[config.mk]
export PLATFORM = sky130hd
export DESIGN_NAME = bencode_stream_validator_core
export DESIGN_NICKNAME = d
export VERILOG_FILES = /design/src/sv/bsv_pkg.sv /design/src/sv/bsv_engine.sv /design/src/sv/bencode_stream_validator_core.sv
export VERILOG_INCLUDE_DIRS = /design/src /design/src/sv
export SDC_FILE = /design/constraint.sdc
export NUM_CORES = 1
export LEC_CHECK = 0
export BUFFER_PORTS_ARGS = -buffer_cell sky130_fd_sc_hd__buf_2
export CORE_ASPECT_RATIO = 1.5
export CORE_MARGIN = 2
export CORE_UTILIZATION = 50
export CTS_CLUSTER_DIAMETER = 80
export DETAILED_ROUTE_END_ITERATION = 16
export PLACE_DENSITY = 0.68
export SYNTH_ARGS = -nofsm -noshare
export SYNTH_HDL_FRONTEND = slang
export SYNTH_SLANG_ARGS = --single-unit
[constraint.sdc]
create_clock -name clk -period 8.8 [get_ports clk]
set_input_delay 0.88 -clock clk [delete_from_list [all_inputs] [get_ports clk]]
set_output_delay 0.88 -clock clk [all_outputs]
set_load 0.005 [all_outputs]
[src/sv/bencode_stream_validator_core_assert.svh]
// ----------------------------------------------------------------------------
// Assertion macros for the bencode stream validator
// Shared property forms with a synchronous active-low reset as the disable.
// ----------------------------------------------------------------------------
`ifndef BENCODE_STREAM_VALIDATOR_CORE_ASSERT_SVH
`define BENCODE_STREAM_VALIDATOR_CORE_ASSERT_SVH

// The consequent must hold in the same cycle as the antecedent.
`define BSV_ASSERT_SAME(label, clk, rst_n, ante, cons) \
  label: assert property (@(posedge clk) disable iff (!rst_n) (ante) |-> (cons)) \
    else $error("bencode validator check failed");

// The consequent must hold in the cycle after the antecedent.
`define BSV_ASSERT_NEXT(label, clk, rst_n, ante, cons) \
  label: assert property (@(posedge clk) disable iff (!rst_n) (ante) |=> (cons)) \
    else $error("bencode validator check failed");

`endif

[src/sv/bsv_pkg.sv]
// ----------------------------------------------------------------------------
// bsv_pkg
// Types and constants shared by the bencode stream validator modules.
// ----------------------------------------------------------------------------
`default_nettype none

package bsv_pkg;

  // Per-byte status codes.
  localparam logic [1:0] ST_INCOMPLETE = 2'd0;
  localparam logic [1:0] ST_DONE       = 2'd1;
  localparam logic [1:0] ST_ERROR      = 2'd2;

  // Kind of the top-level value.
  typedef enum logic [1:0] {
    KIND_INT  = 2'd0,
    KIND_STR  = 2'd1,
    KIND_LIST = 2'd2,
    KIND_DICT = 2'd3
  } kind_t;

  // What an open container expects next.
  typedef enum logic [1:0] {
    SLOT_LIST     = 2'd0,
    SLOT_DICT_KEY = 2'd1,
    SLOT_DICT_VAL = 2'd2
  } slot_t;

  // Framing characters.
  localparam logic [7:0] CH_INT   = 8'h69; // 'i'
  localparam logic [7:0] CH_LIST  = 8'h6C; // 'l'
  localparam logic [7:0] CH_DICT  = 8'h64; // 'd'
  localparam logic [7:0] CH_END   = 8'h65; // 'e'
  localparam logic [7:0] CH_COLON = 8'h3A; // ':'
  localparam logic [7:0] CH_MINUS = 8'h2D; // '-'
  localparam logic [7:0] CH_ZERO  = 8'h30; // '0'
  localparam logic [7:0] CH_NINE  = 8'h39; // '9'

  // One result as produced by the parse engine.
  typedef struct packed {
    logic [1:0]         status;
    kind_t              value_type;
    logic signed [63:0] int_value;
    logic [31:0]        str_length;
    logic [31:0]        raw_length;
  } result_t;

endpackage

`default_nettype wire

[src/sv/bsv_engine.sv]
// ----------------------------------------------------------------------------
// bsv_engine
// Holds the running parse state and works out the status of each byte.
// ----------------------------------------------------------------------------
`default_nettype none

module bsv_engine #(
  parameter int MAX_NEST = 16,
  parameter int LEN_BITS = 32
) (
  input  wire logic            clk,
  input  wire logic            rst_n,
  input  wire logic            step_en,
  input  wire logic [7:0]      data_byte,
  input  wire logic            last,
  output bsv_pkg::result_t     res
);

  localparam int ACC_W = (LEN_BITS > 63) ? LEN_BITS : 63;
  localparam int PRD_W = ACC_W + 4;
  localparam int LVL_W = $clog2(MAX_NEST + 2);
  localparam int IDX_W = $clog2(MAX_NEST + 1);
  localparam logic [PRD_W-1:0] IntMax = {{(PRD_W - 63){1'b0}}, {63{1'b1}}};
  localparam logic [PRD_W-1:0] LenMax = {{(PRD_W - LEN_BITS){1'b0}}, {LEN_BITS{1'b1}}};
  localparam logic [LEN_BITS-1:0] CntMax = {LEN_BITS{1'b1}};

  typedef enum logic [2:0] {
    MODE_VALUE,
    MODE_INT_SIGN,
    MODE_INT_DIG,
    MODE_STR_LEN,
    MODE_PAYLOAD
  } mode_t;

  mode_t                mode_r, mode_nxt;
  logic [LVL_W-1:0]     level_r, level_nxt;
  bsv_pkg::slot_t       top_slot_r, top_slot_nxt;
  bsv_pkg::slot_t       parent_r [MAX_NEST+1];
  logic [ACC_W-1:0]     acc_r, acc_nxt;
  logic                 neg_r, neg_nxt;
  logic                 seen_r, seen_nxt;
  logic [LEN_BITS-1:0]  rem_r, rem_nxt;
  logic [LEN_BITS-1:0]  cnt_r, cnt_nxt;
  bsv_pkg::kind_t       kind_r, kind_nxt;

  logic                 is_dig;
  logic [3:0]           dval;
  logic [PRD_W-1:0]     mul10;
  logic                 err;
  logic                 do_done;
  logic                 push_we;
  logic [IDX_W-1:0]     push_idx;
  logic [IDX_W-1:0]     pop_idx;
  bsv_pkg::slot_t       pop_slot;
  logic [63:0]          mag;
  logic [63:0]          cnt_ext;
  logic [LVL_W-1:0]     level_dec;
  logic                 in_key;

  // Digit decode and the next decimal accumulation step.
  assign is_dig    = (data_byte >= bsv_pkg::CH_ZERO) && (data_byte <= bsv_pkg::CH_NINE);
  assign dval      = data_byte[3:0];
  assign mul10     = {acc_r, 3'b000} + {2'b00, acc_r, 1'b0} + PRD_W'(dval);
  assign level_dec = level_r - LVL_W'(1);
  assign push_idx  = level_r[IDX_W-1:0];
  assign pop_idx   = level_dec[IDX_W-1:0];
  assign pop_slot  = parent_r[pop_idx];
  assign in_key    = (level_r != '0) && (top_slot_r == bsv_pkg::SLOT_DICT_KEY);

  // Next-state and result logic for one byte.
  always_comb begin
    mode_nxt     = mode_r;
    level_nxt    = level_r;
    top_slot_nxt = top_slot_r;
    acc_nxt      = acc_r;
    neg_nxt      = neg_r;
    seen_nxt     = seen_r;
    rem_nxt      = rem_r;
    cnt_nxt      = cnt_r;
    kind_nxt     = kind_r;
    err          = 1'b0;
    do_done      = 1'b0;
    push_we      = 1'b0;
    res          = '0;
    mag          = '0;
    cnt_ext      = '0;

    if (cnt_r == CntMax) begin
      // The byte counter has no room left.
      err = 1'b1;
    end else begin
      cnt_nxt = cnt_r + LEN_BITS'(1);
      case (mode_r)
        MODE_VALUE: begin
          if ((level_r != '0) && (top_slot_r != bsv_pkg::SLOT_DICT_VAL) &&
              (data_byte == bsv_pkg::CH_END)) begin
            // Close the innermost container.
            level_nxt = level_dec;
            if (level_r > LVL_W'(1)) begin
              top_slot_nxt = pop_slot;
            end
            do_done = 1'b1;
          end else if (in_key && !is_dig) begin
            err = 1'b1;
          end else if (!in_key && (level_r > LVL_W'(MAX_NEST))) begin
            err = 1'b1;
          end else if (data_byte == bsv_pkg::CH_INT) begin
            if (level_r == '0) begin
              kind_nxt = bsv_pkg::KIND_INT;
            end
            acc_nxt  = '0;
            neg_nxt  = 1'b0;
            seen_nxt = 1'b0;
            mode_nxt = MODE_INT_SIGN;
          end else if (is_dig) begin
            if (level_r == '0) begin
              kind_nxt = bsv_pkg::KIND_STR;
            end
            acc_nxt  = ACC_W'(dval);
            mode_nxt = MODE_STR_LEN;
          end else if ((data_byte == bsv_pkg::CH_LIST) ||
                       (data_byte == bsv_pkg::CH_DICT)) begin
            // Open a container and save the enclosing one's slot.
            if (level_r == '0) begin
              kind_nxt = (data_byte == bsv_pkg::CH_LIST) ? bsv_pkg::KIND_LIST
                                                         : bsv_pkg::KIND_DICT;
            end
            push_we      = 1'b1;
            top_slot_nxt = (data_byte == bsv_pkg::CH_LIST) ? bsv_pkg::SLOT_LIST
                                                           : bsv_pkg::SLOT_DICT_KEY;
            level_nxt    = level_r + LVL_W'(1);
          end else begin
            err = 1'b1;
          end
        end
        MODE_INT_SIGN, MODE_INT_DIG: begin
          mode_nxt = MODE_INT_DIG;
          if ((mode_r == MODE_INT_SIGN) && (data_byte == bsv_pkg::CH_MINUS)) begin
            neg_nxt = 1'b1;
          end else if (is_dig) begin
            if (mul10 > IntMax) begin
              err = 1'b1;
            end else begin
              acc_nxt  = mul10[ACC_W-1:0];
              seen_nxt = 1'b1;
            end
          end else if ((data_byte == bsv_pkg::CH_END) && seen_r) begin
            do_done = 1'b1;
          end else begin
            err = 1'b1;
          end
        end
        MODE_STR_LEN: begin
          if (is_dig) begin
            if (mul10 > LenMax) begin
              err = 1'b1;
            end else begin
              acc_nxt = mul10[ACC_W-1:0];
            end
          end else if (data_byte == bsv_pkg::CH_COLON) begin
            rem_nxt = acc_r[LEN_BITS-1:0];
            if (acc_r == '0) begin
              do_done = 1'b1;
            end else begin
              mode_nxt = MODE_PAYLOAD;
            end
          end else begin
            err = 1'b1;
          end
        end
        MODE_PAYLOAD: begin
          if (rem_r != '0) begin
            rem_nxt = rem_r - LEN_BITS'(1);
          end
          if (rem_nxt == '0) begin
            do_done = 1'b1;
          end
        end
        default: begin
          err = 1'b1;
        end
      endcase
    end

    // A value or key has ended: finish at top level, else flip the dictionary slot.
    if (do_done) begin
      mode_nxt = MODE_VALUE;
      if (level_nxt == '0) begin
        res.status = bsv_pkg::ST_DONE;
      end else if (top_slot_nxt == bsv_pkg::SLOT_DICT_KEY) begin
        top_slot_nxt = bsv_pkg::SLOT_DICT_VAL;
      end else if (top_slot_nxt == bsv_pkg::SLOT_DICT_VAL) begin
        top_slot_nxt = bsv_pkg::SLOT_DICT_KEY;
      end
    end

    if (err) begin
      res.status = bsv_pkg::ST_ERROR;
    end else if ((res.status == bsv_pkg::ST_INCOMPLETE) && last) begin
      // The buffer ended before the value did.
      res.status = bsv_pkg::ST_ERROR;
    end

    // Fill the result fields for a completed value.
    if (res.status == bsv_pkg::ST_DONE) begin
      res.value_type = kind_nxt;
      mag            = 64'(acc_nxt[62:0]);
      if (kind_nxt == bsv_pkg::KIND_INT) begin
        res.int_value = neg_nxt ? -mag : mag;
      end
      if (kind_nxt == bsv_pkg::KIND_STR) begin
        res.str_length = acc_nxt[31:0];
      end
      cnt_ext        = 64'(cnt_nxt);
      res.raw_length = cnt_ext[31:0];
    end

    // Any finished or failed value starts the parse afresh.
    if (res.status != bsv_pkg::ST_INCOMPLETE) begin
      mode_nxt     = MODE_VALUE;
      level_nxt    = '0;
      top_slot_nxt = bsv_pkg::SLOT_LIST;
      acc_nxt      = '0;
      neg_nxt      = 1'b0;
      seen_nxt     = 1'b0;
      rem_nxt      = '0;
      cnt_nxt      = '0;
      kind_nxt     = bsv_pkg::KIND_INT;
      push_we      = 1'b0;
    end
  end

  // Parse state registers.
  always_ff @(posedge clk) begin
    if (!rst_n) begin
      mode_r     <= MODE_VALUE;
      level_r    <= '0;
      top_slot_r <= bsv_pkg::SLOT_LIST;
      acc_r      <= '0;
      neg_r      <= 1'b0;
      seen_r     <= 1'b0;
      rem_r      <= '0;
      cnt_r      <= '0;
      kind_r     <= bsv_pkg::KIND_INT;
    end else if (step_en) begin
      mode_r     <= mode_nxt;
      level_r    <= level_nxt;
      top_slot_r <= top_slot_nxt;
      acc_r      <= acc_nxt;
      neg_r      <= neg_nxt;
      seen_r     <= seen_nxt;
      rem_r      <= rem_nxt;
      cnt_r      <= cnt_nxt;
      kind_r     <= kind_nxt;
    end
  end

  // Saved slots of enclosing containers; each entry is written on open before it is read.
  always_ff @(posedge clk) begin
    if (step_en && push_we) begin
      parent_r[push_idx] <= top_slot_r;
    end
  end

endmodule

`default_nettype wire

[src/sv/bencode_stream_validator_core.sv]
// ----------------------------------------------------------------------------
// bencode_stream_validator_core
// Byte-stream checker for one complete bencode value at a time.
//
// The slave channel takes one byte per request in in_tdata[7:0], with in_tlast
// marking the final byte of the buffer. The master channel returns one result
// request for every byte: status and top-level type in out_tuser, and the
// integer value, string length and raw length in out_tdata.
// out_tvalid rises in the cycle after a byte is accepted, and a new byte can be
// taken every cycle while the receiver keeps up; the running parse state is
// updated by a single layer of logic per byte, the longest path being the
// multiply-by-ten compare of the 63-bit accumulator.
// When the receiver stalls, the result stays in the output register and
// in_tready falls until that result is taken, so nothing is lost.
// After a completion or an error the next byte begins a new value.
// Reset empties the output register and returns the parser to the start of a
// value with no container open.
// ----------------------------------------------------------------------------
`default_nettype none

`include "bencode_stream_validator_core_assert.svh"

module bencode_stream_validator_core #(
  parameter int MAX_NEST = 16,
  parameter int LEN_BITS = 32
) (
  input  wire logic         clk,
  input  wire logic         rst_n,
  input  wire logic         in_tvalid,
  output      logic         in_tready,
  input  wire logic [7:0]   in_tdata,   // [7:0] data_byte
  input  wire logic         in_tlast,   // last
  output      logic         out_tvalid,
  input  wire logic         out_tready,
  output      logic [127:0] out_tdata,  // [63:0] int_value, [95:64] str_length,
                                        // [127:96] raw_length
  output      logic [3:0]   out_tuser   // [1:0] status, [3:2] value_type
);

  logic             in_acc;
  bsv_pkg::result_t res;
  logic             out_valid_r;
  logic [127:0]     out_tdata_r;
  logic [3:0]       out_tuser_r;

  // Accept while the output register is empty or being emptied.
  assign in_tready = !out_valid_r || out_tready;
  assign in_acc    = in_tvalid && in_tready;

  bsv_engine #(
    .MAX_NEST (MAX_NEST),
    .LEN_BITS (LEN_BITS)
  ) u_engine (
    .clk       (clk),
    .rst_n     (rst_n),
    .step_en   (in_acc),
    .data_byte (in_tdata),
    .last      (in_tlast),
    .res       (res)
  );

  // Output register.
  always_ff @(posedge clk) begin
    if (!rst_n) begin
      out_valid_r <= 1'b0;
    end else if (in_acc) begin
      out_valid_r <= 1'b1;
    end else if (out_tready) begin
      out_valid_r <= 1'b0;
    end
  end

  always_ff @(posedge clk) begin
    if (in_acc) begin
      out_tdata_r <= {res.raw_length, res.str_length, res.int_value};
      out_tuser_r <= {res.value_type, res.status};
    end
  end

  assign out_tvalid = out_valid_r;
  assign out_tdata  = out_tdata_r;
  assign out_tuser  = out_tuser_r;

  // Every accepted byte yields a result in the next cycle.
  `BSV_ASSERT_NEXT(a_result_follows, clk, rst_n, in_acc, out_tvalid)
  // An empty output register never blocks the input.
  `BSV_ASSERT_SAME(a_ready_when_empty, clk, rst_n, !out_tvalid, in_tready)
  // Only a completed value carries a type and payload fields.
  `BSV_ASSERT_SAME(a_fields_zero, clk, rst_n, out_tvalid && (out_tuser[1:0] != bsv_pkg::ST_DONE), (out_tdata == '0) && (out_tuser[3:2] == 2'b00))

endmodule

`default_nettype wire
==> results.toml <==
[clock_network]
cts.sinks = 308
cts_resized = 0
holdBufCountCts = 0
clk_latency_ns = 0.61
cts_tree = "yes"
cts_made_buffers = 30
path_clk_slew_ns = 0.07
cts_buffer_depth = 3
cts_setup_buffers = 0
htreeDepth = 1
cts_root_buf = "clkbuf_16"

[placement]
gp_congestion = 1.04
hpwl_um = 69900
portBuffers = 146

[sta]
slew_headroom = 0.135
layout_min_cycle_time_ns = 8.17
worst_pin_slew_ns = 1.30
rsz0062_at_grt = "false"
min_period_over_period = 0.929
fin_setup_tns_ns = 0
max_freq_mhz = 122
skew_ns = 0.0296
setup_viol = 0
slew_violations = 0
hold_viol = 0

[drt]
drt-pass1-iter-count = 6
routed-wl-met2_um = 45800
top_layer_used = "met4"
met3_length_um = 5440
wl_per_cell_um = 25.5
final_antenna_net_count = 0
initialDrtViolationCount = 2112
m1WireLength_um = 33000
routed_via_density = 6.55
drc = 0
dr_total_vias = 23200
wl_um = 90600

[final_layout]
area_growth_pct = 10.2
n_antenna_cell = 0
seq_area_mm2 = 0.00783
nets = 3078
multi_input_area_mm2 = 0.0149
drive_gt1_frac = 0.116
nFillCells = 4435
final_core_util = 0.556

[synth]
synthesis.nets = 2997
yosysTopAreaCellShare = 0.212
synthesis.instances = 2850
ys_ff_latch = 308
synth_top_area_cell = "edfxtp_1"
ys_types = 99
avgSynthCellArea_um2 = 8.24
yosysMostFrequentCell = "nor2_1"
ys_warn_count = 0
synthArstFlopShare = 0
syn-cell-area_mm2 = 0.0235
yosys_most_used_dff = "edfxtp_1"
yosysSeqAreaShare = 0.333
synth_top_cells_by_area = "edfxtp_1, dfxtp_1, ha_1, a21oi_1, nor2_1"
synth_commonest_cells = "nor2_1, nand2_1, a21oi_1"
synth_edf_count = 166

[global_route]
antenna_found_initial = 1
grt_max_degree = 121
first_global_vias = 22200
track_usage = 0.357
grt_overflow = 0
grt_pass1_wl_um = 135000

[run_status]
status = "finished clean"

[worst_setup_path]
cp-end-kind = "flip-flop"
critPathKind = "reg -> reg"
path_max_fanout = 9
start_kind = "flip-flop"
required_ns = 9.11
r2r_setup_slack_ns = 0.63
worstPathArrival_ns = 8.48

[floorplanning]
initial_utilization = 0.505
rows = 97
ioPinCount = 147
die_h_um = 269
die_x_um = 181
coreArea_mm2 = 0.0465
die_area_mm2 = 0.0487

[power]
cellLeakagePower_uw = 0.00983
vdd_drop_max_mv = 0.185
cellPowerDensity_mw_per_mm2 = 119

[hold_path]
hold_path.class = "reg -> reg"

[job]
cap_violations = 0
[per-layer routing]
| metal | up-vias | global-route usage |
|---|---|---|
| met4 | 0 | 0.217 |
| met2 | 1100 | 0.644 |
| met1 | 11100 | 0.405 |
| li1 | 10700 | - |
| met5 | - | 0 |
| met3 | 305 | 0.0312 |
[registers in the layout (all words and copies together) (netlist names), 3 cells and up]
register	flops
out_tdata	128
u_engine.parent_r	34
u_engine.cnt_r	32
u_engine.mode_r	3
out_tuser	4
u_engine.acc_r	63
u_engine.rem_r	32
u_engine.level_r	5
[critical path: stages (launching register included)]
cell and delay, ns:
dfxtp_1 0.50, inv_1 0.17, fa_1 0.53, fa_1 0.49, nand2b_1 0.20, a211oi_1 0.42
a21boi_0 0.24, a211oi_1 0.51, o21ai_0 0.26, o21ai_0 0.47, xor2_1 0.16, or4_1 0.49
nor4_4 0.51, a211oi_1 0.16, nor3_1 0.32, ha_1 0.23, inv_1 0.07, a2111oi_4 0.30
o221ai_2 0.22, or4_1 0.89, o41ai_2 0.49, xor2_1 0.19, nor2_1 0.06
[path summary, 6_finish.rpt]
check | startpoint | end | cells past startpoint
setup / recovery | u_engine.acc_r[0]$_SDFFE_PN0P_ | out_tdata[54]$_SDFFCE_PN0P_ | 22
hold / removal | u_engine.rem_r[22]$_SDFFE_PN0P_ | u_engine.rem_r[22]$_SDFFE_PN0P_ | 2
setup reg to reg | u_engine.acc_r[0]$_SDFFE_PN0P_ | out_tdata[54]$_SDFFCE_PN0P_ | 22
hold reg to reg | u_engine.rem_r[22]$_SDFFE_PN0P_ | u_engine.rem_r[22]$_SDFFE_PN0P_ | 2
[per-stage QoR]
stage | power, uW | hold slack [ns] | worst slack [ns] | std cells | instance area (um2)
floorplan | 1670 | 0.448 | 1.78 | 2850 | 23500
detailed placement | 1750 | 0.490 | 0.205 | 3493 | 24800
finish | 3090 | 0.494 | 0.626 | 3549 | 25900
CTS | 3100 | 0.498 | 0.670 | 3549 | 25900
global route | 3170 | 0.521 | 0.166 | 3549 | 25900
global placement | 1740 | 0.470 | 0.333 | 3493 | 24800
[layout by cell type, fill, tap and decap left out, drive strengths merged, types with 9 or more instances in the layout]
cell    count
or3        27
xnor2     111
dfxtp     142
a21boi     30
a21o       23
o31ai      35
mux4       10
or4        17
ha        132
clkbuf     32
nor3      133
buf       211
a31oi      29
inv        49
xor2       62
edfxtp    166
nand4      50
and2       53
nand2b     21
o41ai      17
a21oi     255
or2        16
and3       19
o21a       24
o21ai     185
a211oi     31
nor2b     101
clkinv     13
nand3      57
o211ai     19
nor2      330
a211o       9
a22oi      58
nor4       28
nand2     274
and4       16
o22ai      18
o221ai     10
[area by class of cell]
cell class              instances  area share
flip-flops and latches        308       0.303
well taps                     594      0.0287
multi-input cells            2335       0.575
repair buffers                211      0.0472
clock buffers                  32      0.0297
clock inverters                24      0.0103
inverters                      45     0.00673
[kinds of logic after synthesis]
kind of cell / Yosys count / synth area share
simple gates: 1172 / 0.247
compound gates: 838 / 0.235
flops: 308 / 0.333
buf+inv: 207 / 0.0350
xor+xnor: 173 / 0.0645
fa+ha+maj: 134 / 0.0721
mux: 18 / 0.0131
[where the power goes]
group	internal, uW	leakage, uW	switching, uW	total, uW
clock	759	0.000496	611	1370
sequential	1540	0.00278	11.5	1550
combinational	47.6	0.00655	118	166
total	2340	0.00983	741	3090
No activity file was read; power rests on OpenSTA's default activity.
